===== src/hdl/eph_pkg.sv =====
// Shared types and constants for the edge profile hash counter.
// Holds item payload structs, function and status codes, hash constants
// and the command/status structs between controller and datapath.
`timescale 1ns / 1ps

package eph_pkg;

  // Function codes of an input item.
  localparam logic [1:0] FUNC_ENTER = 2'd0;
  localparam logic [1:0] FUNC_BREAK = 2'd1;
  localparam logic [1:0] FUNC_CLEAR = 2'd2;

  // Status codes of a result item.
  localparam logic [2:0] STAT_NEW   = 3'd0;
  localparam logic [2:0] STAT_INC   = 3'd1;
  localparam logic [2:0] STAT_DROP  = 3'd2;
  localparam logic [2:0] STAT_NONE  = 3'd3;
  localparam logic [2:0] STAT_CLEAR = 3'd4;

  // Register index of the recording control register.
  localparam int REG_RECORDING = 0;

  // Field widths.
  localparam int KEY_W  = 64;
  localparam int CNT_W  = 32;
  localparam int DIST_W = 13;

  localparam logic [CNT_W-1:0] CNT_MAX = '1;

  // splitmix64 finalizer constants.
  localparam logic [KEY_W-1:0] MIX_GOLDEN = 64'h9e3779b97f4a7c15;
  localparam logic [KEY_W-1:0] MIX_C1     = 64'hbf58476d1ce4e5b9;
  localparam logic [KEY_W-1:0] MIX_C2     = 64'h94d049bb133111eb;
  localparam int MIX_SH1 = 30;
  localparam int MIX_SH2 = 27;
  localparam int MIX_SH3 = 31;

  typedef struct packed {
    logic [1:0]  func;
    logic [31:0] block_start;
    logic [31:0] block_exit;
  } eph_in_t;

  typedef struct packed {
    logic [2:0]        status;
    logic [CNT_W-1:0]  edge_hits;
    logic [DIST_W-1:0] distinct_edges;
    logic [CNT_W-1:0]  lost_edges;
  } eph_out_t;

  // Commands from controller to datapath.
  typedef struct packed {
    logic accept;
    logic probe_init;
    logic mem_rd;
    logic probe_eval;
    logic sweep_wr;
    logic result_load;
  } eph_cmd_t;

  // Status from datapath to controller.
  typedef struct packed {
    logic edge_req;
    logic clear_req;
    logic mix_done;
    logic slot_empty;
    logic slot_match;
    logic probe_last;
    logic sweep_last;
    logic out_busy;
  } eph_sts_t;

endpackage


===== src/hdl/eph_ctrl.sv =====
// Controller state machine: sequences item accept, hashing, table probes,
// clearing sweeps and result hand-off. Uses the eph_pkg command/status types.
`timescale 1ns / 1ps

module eph_ctrl (
  input  logic              clk,
  input  logic              rst_n,
  input  logic              in_valid_i,
  output logic              in_ready_o,
  input  eph_pkg::eph_sts_t sts_i,
  output eph_pkg::eph_cmd_t cmd_o
);

  typedef enum logic [6:0] {
    S_INIT   = 7'b0000001,
    S_IDLE   = 7'b0000010,
    S_MIX    = 7'b0000100,
    S_READ   = 7'b0001000,
    S_CHECK  = 7'b0010000,
    S_CLEAR  = 7'b0100000,
    S_RESULT = 7'b1000000
  } ctrl_state_t;

  ctrl_state_t state_r, state_nxt;

  always_comb begin
    state_nxt  = state_r;
    cmd_o      = '0;
    in_ready_o = 1'b0;
    unique case (state_r)
      S_INIT: begin
        cmd_o.sweep_wr = 1'b1;
        if (sts_i.sweep_last) begin
          state_nxt = S_IDLE;
        end
      end
      S_IDLE: begin
        in_ready_o = 1'b1;
        if (in_valid_i) begin
          cmd_o.accept = 1'b1;
          priority if (sts_i.edge_req) begin
            state_nxt = S_MIX;
          end else if (sts_i.clear_req) begin
            state_nxt = S_CLEAR;
          end else begin
            state_nxt = S_RESULT;
          end
        end
      end
      S_MIX: begin
        if (sts_i.mix_done) begin
          cmd_o.probe_init = 1'b1;
          state_nxt        = S_READ;
        end
      end
      S_READ: begin
        cmd_o.mem_rd = 1'b1;
        state_nxt    = S_CHECK;
      end
      S_CHECK: begin
        cmd_o.probe_eval = 1'b1;
        if (sts_i.slot_empty || sts_i.slot_match || sts_i.probe_last) begin
          state_nxt = S_RESULT;
        end else begin
          state_nxt = S_READ;
        end
      end
      S_CLEAR: begin
        cmd_o.sweep_wr = 1'b1;
        if (sts_i.sweep_last) begin
          state_nxt = S_RESULT;
        end
      end
      S_RESULT: begin
        if (!sts_i.out_busy) begin
          cmd_o.result_load = 1'b1;
          state_nxt         = S_IDLE;
        end
      end
      default: state_nxt = S_IDLE;
    endcase
  end

  always_ff @(posedge clk) begin
    if (!rst_n) begin
      state_r <= S_INIT;
    end else begin
      state_r <= state_nxt;
    end
  end

endmodule


===== config.mk =====
export PLATFORM = sky130hd
export DESIGN_NAME = eph_ctrl
export DESIGN_NICKNAME = d
export VERILOG_FILES = /design/src/hdl/eph_pkg.sv /design/src/hdl/eph_ctrl.sv
export SDC_FILE = /design/constraint.sdc
export NUM_CORES = 1
export LEC_CHECK = 0
export ABC_AREA = 1
export BUFFER_PORTS_ARGS = -buffer_cell sky130_fd_sc_hd__buf_2
export CAP_MARGIN = 5
export CORE_MARGIN = 10
export CORE_UTILIZATION = 44
export CTS_CLUSTER_SIZE = 10
export DETAILED_ROUTE_END_ITERATION = 12
export PLACE_DENSITY_LB_ADDON = 0.05
export RECOVER_POWER = 50
export SKIP_CTS_REPAIR_TIMING = 1
export SKIP_LAST_GASP = 1
export SYNTH_ARGS = -nofsm -noshare
export SYNTH_HDL_FRONTEND = slang
export SYNTH_SLANG_ARGS = --single-unit

===== constraint.sdc =====
create_clock -name clk -period 1.1 [get_ports clk]
set_input_delay 0.11 -clock clk [delete_from_list [all_inputs] [get_ports clk]]
set_output_delay 0.11 -clock clk [all_outputs]
set_load 0.05 [all_outputs]

* Yosys cells after proc, flatten, opt, wreduce, memory -nomap -nowiden *
Cells that the tools add are included.

operators by class
  eq/ne operators = 12
  mux-type cells = 19
  reductions and logical operators = 4

operator list
  operator                                                               number
  7-bit 2-to-1 mux                                                       8
  7-bit one-hot mux with 7 select lines                                  1
  1-bit 2-to-1 mux                                                       10
  2-bit inequality test, second input constant                           5
  7-bit by 1-bit equality test with 1-bit output, second input constant  1
  7-bit by 2-bit equality test with 1-bit output, second input constant  1
  7-bit by 3-bit equality test with 1-bit output, second input constant  1
  7-bit by 4-bit equality test with 1-bit output, second input constant  1
  7-bit by 5-bit equality test with 1-bit output, second input constant  1
  7-bit by 6-bit equality test with 1-bit output, second input constant  1
  7-bit equality test, second input constant                             1
  5-bit AND reduction                                                    1
  1-bit logical OR                                                       2
  2-bit OR reduction                                                     1

storage, ports and cells
  flip-flop bits (word level) = 7
  input bits = 11
  output and inout bits = 7

* Longest topological paths before layout *
Gate-level depths: netlist of the first run.

  word-level depth = 4
  gate-level depth with buffers = 10
  mapped depth without buffers = 10

* Worst setup path after synthesis of the first run *
No wires, ideal clock.

  path type = reg2out
  from = register state_r[2]
  to = output cmd_o[0] in the netlist's numbering
  data arrival time = 2.049 ns
  required time = 0.990 ns
  slack = -1.059 ns
  cell stages (with the launch flop) = 4
  path through = dfxtp_1 > nor2_1 > nand2_2 > nor4_1

RTL lines
  element                 RTL line        RTL
  from (decl)             eph_ctrl.sv:24  ctrl_state_t state_r, state_nxt;
  from (signal assigned)  eph_ctrl.sv:88  state_r <= state_nxt;
  to (decl)               eph_ctrl.sv:11  output eph_pkg::eph_cmd_t cmd_o

==> results of run 1 <==
[cell type report]
type | count | area, µm²
Fill cell | 67 | 151
Timing Repair Buffer | 37 | 314
Multi-Input combinational cell | 77 | 572
Tap cell | 15 | 18.8
Sequential cell | 7 | 151
Inverter | 16 | 67.6
Clock buffer | 4 | 26.3
[report_power, final]
part / switching (mW) / internal, mW
registers: 0.116 / 0.356
clock network: 0.121 / 0.140
logic: 1.34 / 0.981
[per-stage QoR]
step / TNS (ps) / utilization (%) / hold slack [ps] / cells
floorplan: -1300 / - / 190 / 100
global placement: -1790 / 69.6 / 367 / 146
detailed placement: -2090 / 69.6 / 372 / 146
CTS: -4200 / 71.6 / 106 / 150
global route: -5120 / 88.4 / 145 / 156
finish: -4050 / 88.4 / 129 / 156
[routing by layer]
metal / track usage (%) / vias up / wire [µm]
met5: 0 / - / 0
met4: 2.01 / 0 / 62
met3: 3.98 / 11 / 174
met2: 22.9 / 39 / 1400
met1: 13.1 / 372 / 876
li1: - / 390 / -
[layout by cell type (no fill, tap or decap)]
| master | n |
|---|---|
| o21ai_1 | 1 |
| dfxtp_2 | 6 |
| nor4_4 | 1 |
| nor2_8 | 1 |
| nand2_1 | 13 |
| dfxtp_4 | 1 |
| inv_4 | 1 |
| inv_1 | 9 |
| buf_6 | 5 |
| buf_4 | 17 |
| nor2_4 | 15 |
| nand2_4 | 4 |
| nand2_2 | 6 |
| o31ai_1 | 1 |
| buf_12 | 1 |
| nor2_1 | 15 |
| buf_2 | 10 |
| nand3_4 | 2 |
| buf_8 | 4 |
| clkinv_4 | 1 |
| nor2_2 | 6 |
| clkbuf_4 | 3 |
| nand3_2 | 4 |
| nand3_1 | 6 |
| inv_2 | 5 |
| or2_2 | 1 |
| clkbuf_1 | 1 |
| nor3b_2 | 1 |
[worst max-delay path: stages (launching register included)]
cell and delay, ps:
dfxtp_2 350, inv_1 90, nand2_1 100, buf_4 160, nor4_4 240, buf_6 200
[path summary, 6_finish.rpt]
| check | startpoint | to | slack, ps |
|---|---|---|---|
| worst min register to register | state_r[6] | state_r[6] | 530 |
| worst max-delay path | state_r[4] | cmd_o[0] | -400 |
| worst min-delay path | rst_n | state_r[0] | 130 |
| worst max register to register | state_r[0] | state_r[2] | -300 |
[cell families (layout without fill, tap and decap cells)]
group	after synthesis	count (layout)	share of synthesized area [%]
AND/OR/NAND/NOR	75	75	64.7
flip-flops	7	7	22.9
AO/OA/AOI/OAI	2	2	2.04
buffers and inverters	16	57	10.4
==> flow_summary_export.csv, run 1 <==
group,metric,value,unit
job,maxCapViolCount,0,
placed_design,portBuffers,17,
floorplanning,start_util,47.1,%
layout,areaGrowthSynthToFinish,87.6,%
floorplanning,die_y,57.3,µm
clock_tree,cts_sinks,7,
status,status,"complete, but fails checks",
detailed_routing,vias,812,
sta,max_freq,665,MHz
logic_synthesis,synth.avg_cell_area,6.13,µm²
layout,largest-register,"state_r",
sta,min_period,1500,ps
floorplanning,core,0.00130,mm²
detailed_routing,ant_nets,0,
global_routing,grt_max_degree,8,
logic_synthesis,ys.flop_type,"dfxtp_1",
sta,fin_ws,-403,ps
global_routing,grt_first_pass_wirelength,3360,µm
layout,largest_register_ffs,7,
clock_tree,cts_tree,"done",
min_path,holdCritPathClass,"input port to register",
logic_synthesis,syn_inst,100,
layout,layout-drive-gt1-share,67.4,%
logic_synthesis,synth.most_common_cell,"nor2_1",
logic_synthesis,synth.top_cell.area_share,22.9,%
status,violations,"negative setup slack",
logic_synthesis,synth.ff_latch_count,7,
floorplanning,rows,13,
setup_path,end_kind,"output port",
power_and_ir_drop,total_leakage_power,0.558,nW
placed_design,dp_hpwl,1630,µm
setup_path,cp_max_fo,4,
setup_path,crit_arrival,1390,ps
detailed_routing,wirelength,2510,µm
detailed_routing,drt_drc_violations_left,0,
logic_synthesis,synthTopCellsByCount,"nor2_1 (28), nand2_1 (18), inv_1 (13)",
logic_synthesis,seq_area_frac_synth,22.9,%
detailed_routing,drtPass1Iterations,4,
setup_path,crit_type,"register to output port",
floorplanning,dieArea,0.00329,mm²
logic_synthesis,ys_warn_count,0,
layout,top_regs,"state_r (7)",
clock_tree,insertion_delay,260,ps
detailed_routing,drt-wirelength-per-cell,16.1,µm
sta,rsz0062_at_grt,"yes",
setup_path,worstRegToRegCells,9,
placed_design,placedInstanceArea,906,µm²
global_routing,grt_use_total,12.3,%
layout,nNetsFinal,153,
detailed_routing,viasPerCell,5.21,
placed_design,gp_congestion,0.823,
logic_synthesis,ys_top_cells_by_area,"dfxtp_1 (23%), nor2_1 (17%), nand2_1 (11%)",
clock_tree,clockBufferDepth,2,
min_path,holdPathStages,2,
detailed_routing,first_iter_violations,17,
clock_tree,cts_buffers,3,
power_and_ir_drop,pwr_density_cell,2660,mW/mm²
placed_design,place_ws,-209,ps
clock_tree,htree_levels,1,
sta,hold_viol,0,
sta,setup_violations,14,
global_routing,gr-total-overflow,0,
logic_synthesis,synth_top_area_cell,"dfxtp_1",
power_and_ir_drop,peakVddDrop,0.00166,V
global_routing,antenna_found_initial,0,
sta,drv_slew,0,
floorplanning,die_w,57.3,µm
logic_synthesis,synth_fp_nets,111,
sta,slew_headroom,84.0,%
setup_path,worst_setup_path_start_kind,"register",
setup_path,crit_required,990,ps
floorplanning,io_pins,18,
sta,worst_slew_pin_slew,238,ps
logic_synthesis,synth-edff-count,0,
logic_synthesis,async_flop_share,0,%
global_routing,grt_pass1_vias,782,
sta,fin_worst_skew,2.94,ps
clock_tree,clk_pin_slew,60,ps
sta,min_period_over_period,137,%
logic_synthesis,synth.distinct_cells,20,
layout,final_area,0.00115,mm²
layout,antennaDiodeCount,0,
clock_tree,root_buffer,"clkbuf_4",
logic_synthesis,syn_area,613,µm²
power_and_ir_drop,power,3.06,mW
Note: power is estimated with default switching activity, not from simulation.
==> run 2, diff against run 1 <==
- clock period: 1.1 -> 1.9 ns (I/O delays scaled with it)
==> run 2 against run 1 <==
Compared with the run above: the run now ends clean; first-iteration DRC count grew 12%; non-clock buffer count decreased by 20; final cell count decreased by 13%; die area did not move; clock skew is essentially flat; critical endpoint is now cmd_o[5].
==> flow_summary_export.csv, run 2 (synthesis gave the netlist of run 1 again) <==
group,metric,value,unit
detailed_routing,vias,639,
layout,layout_commonest_cell,"nor2_1",
global_routing,grt_first_pass_wirelength,2460,µm
status,status,"finished clean",
layout,largest-register,"state_r",
min_path,hp-start,"rst_n",
layout,top_regs,"state_r (7)",
setup_path,crit_type,"register to output port",
setup_path,end_kind,"output port",
global_routing,met2_usage,15.0,%
clock_tree,cts_sinks,7,
layout,final_cell_mix,"nor2_1 (29), nand2_1 (19), buf_2 (17), inv_1 (14), nand3_1 (10)",
sta,hold_viol,0,
floorplanning,die_y,57.3,µm
setup_path,critPathLaunch,"state_r[5]",
sta,setup_violations,0,
setup_path,crit_slowest_cell,"dfxtp_1",
floorplanning,rows,13,
placed_design,dp_hpwl,1290,µm
setup_path,crit_arrival,1510,ps
floorplanning,start_util,47.1,%
sta,drv_slew,0,
detailed_routing,wirelength,1470,µm
setup_path,crit_required,1710,ps
setup_path,worstReg2RegStart,"state_r[5]",
global_routing,antenna_found_initial,0,
power_and_ir_drop,power,1.05,mW
floorplanning,die_w,57.3,µm
detailed_routing,viasPerCell,4.70,
placed_design,portBuffers,17,
power_and_ir_drop,p_switching,582,µW
clock_tree,clk_pin_slew,50,ps
floorplanning,core,0.00130,mm²
global_routing,busiest_layer,"met2",
clock_tree,htree_levels,1,
clock_tree,clockBufferDepth,2,
detailed_routing,first_iter_violations,19,
global_routing,grt_max_degree,8,
power_and_ir_drop,intPower,465,µW
detailed_routing,drt_drc_violations_left,0,
sta,rsz0062_at_grt,"no",
floorplanning,io_pins,18,
clock_tree,cts_buffers,3,
sta,slew_headroom,73.6,%
sta,fin_worst_skew,2.52,ps
detailed_routing,ant_nets,0,
min_path,holdCritPathClass,"input port to register",
placed_design,dp_cells,132,
sta,max_freq,587,MHz
power_and_ir_drop,switching_share,55.6,%
setup_path,worst_setup_path_start_kind,"register",
layout,finalNonFillerCells,136,
global_routing,grt_use_met3,1.99,%
clock_tree,cts_tree,"done",
placed_design,gp_congestion,0.774,
global_routing,grt_pass1_vias,595,
clock_tree,insertion_delay,250,ps
floorplanning,dieArea,0.00329,mm²
power_and_ir_drop,combPwrFrac,63.3,%
detailed_routing,drt-wirelength-per-cell,10.8,µm
power_and_ir_drop,clkPwrFrac,13.1,%
job,maxCapViolCount,0,
power_and_ir_drop,total_leakage_power,0.405,nW
power_and_ir_drop,peakVddDrop,0.000798,V
sta,min_period,1700,ps
setup_path,cpPeakStageDelay,350,ps
setup_path,cp_max_fo,6,
clock_tree,root_buffer,"clkbuf_4",
global_routing,grt_use_total,9.23,%
sta,min_period_over_period,89.6,%
layout,areaGrowthSynthToFinish,18.4,%
power_and_ir_drop,seq_power_share,23.6,%
global_routing,met1_usage,10.5,%
detailed_routing,drtPass1Iterations,4,
layout,layout-drive-gt1-share,31.4,%
global_routing,gr-total-overflow,0,
layout,nNetsFinal,133,
layout,fillers,162,
layout,largest_register_ffs,7,
power_and_ir_drop,pwr_density_cell,1440,mW/mm²
layout,antennaDiodeCount,0,
sta,worst_slew_pin_slew,394,ps
sta,finalSetupTns,0,ps
setup_path,cp_cell_sequence,"inv_1 > nand2_2 > nor2_2 > nand2_1 > nor2_1 > buf_2",
## run 2: changes by cell type in the layout (fill, tap and decap cells not counted), sizes merged
cell and delta:
buf -20
## run 2: worst paths after layout
| check | to | slack, ps | depth (start not counted) |
|---|---|---|---|
| worst max-delay path | cmd_o[5] | 200 | 6 |
| worst min-delay path | state_r[0] | 180 | 2 |
| worst max register to register | state_r[2] | 280 | 10 |
| worst min register to register | state_r[6] | 530 | 2 |
## run 2: per-stage QoR
stage | setup WS, ps | util, % | instance area, µm² | hold slack, ps
4_1_cts | 252 | 57.6 | 749 | 177
5_1_grt | 51.3 | 55.8 | 726 | 205
3_3_place_gp | 552 | 55.6 | 723 | 437
6_report | 197 | 55.8 | 726 | 179
2_1_floorplan | 176 | - | 619 | 270
3_5_place_dp | 535 | 55.6 | 723 | 441
## run 2: worst max-delay path, delay by kind of cell (launching register included)
family	cells	cell delay (ps)
and+or+nand+nor	4	520
DFF	1	350
buffers and inverters	2	400
## run 2: metal layers
| metal | wire length [µm] | vias up |
|---|---|---|
| li1 | - | 346 |
| met1 | 696 | 274 |
| met2 | 655 | 15 |
| met3 | 78 | 4 |
| met4 | 34 | 0 |
| met5 | 0 | - |
## run 2: area by class of cell
cell class,instances,area (µm²),area share (%)
Tap cell,15,18.8,2.59
Inverter,16,63.8,8.79
Sequential cell,7,140,19.3
Timing Repair Buffer,17,85.1,11.7
Clock buffer,4,26.3,3.62
Multi-Input combinational cell,77,392,54.0
## run 2: power groups by stage
stage / Combinational (mW) / Sequential, mW / Clock (mW)
after detailed placement: 0.726 / 0.250 / 0
final: 0.663 / 0.247 / 0.137
after global placement: 0.726 / 0.247 / 0
after floorplan: 0.602 / 0.237 / 0
after CTS: 0.728 / 0.247 / 0.142
after global routing: 0.742 / 0.254 / 0.145
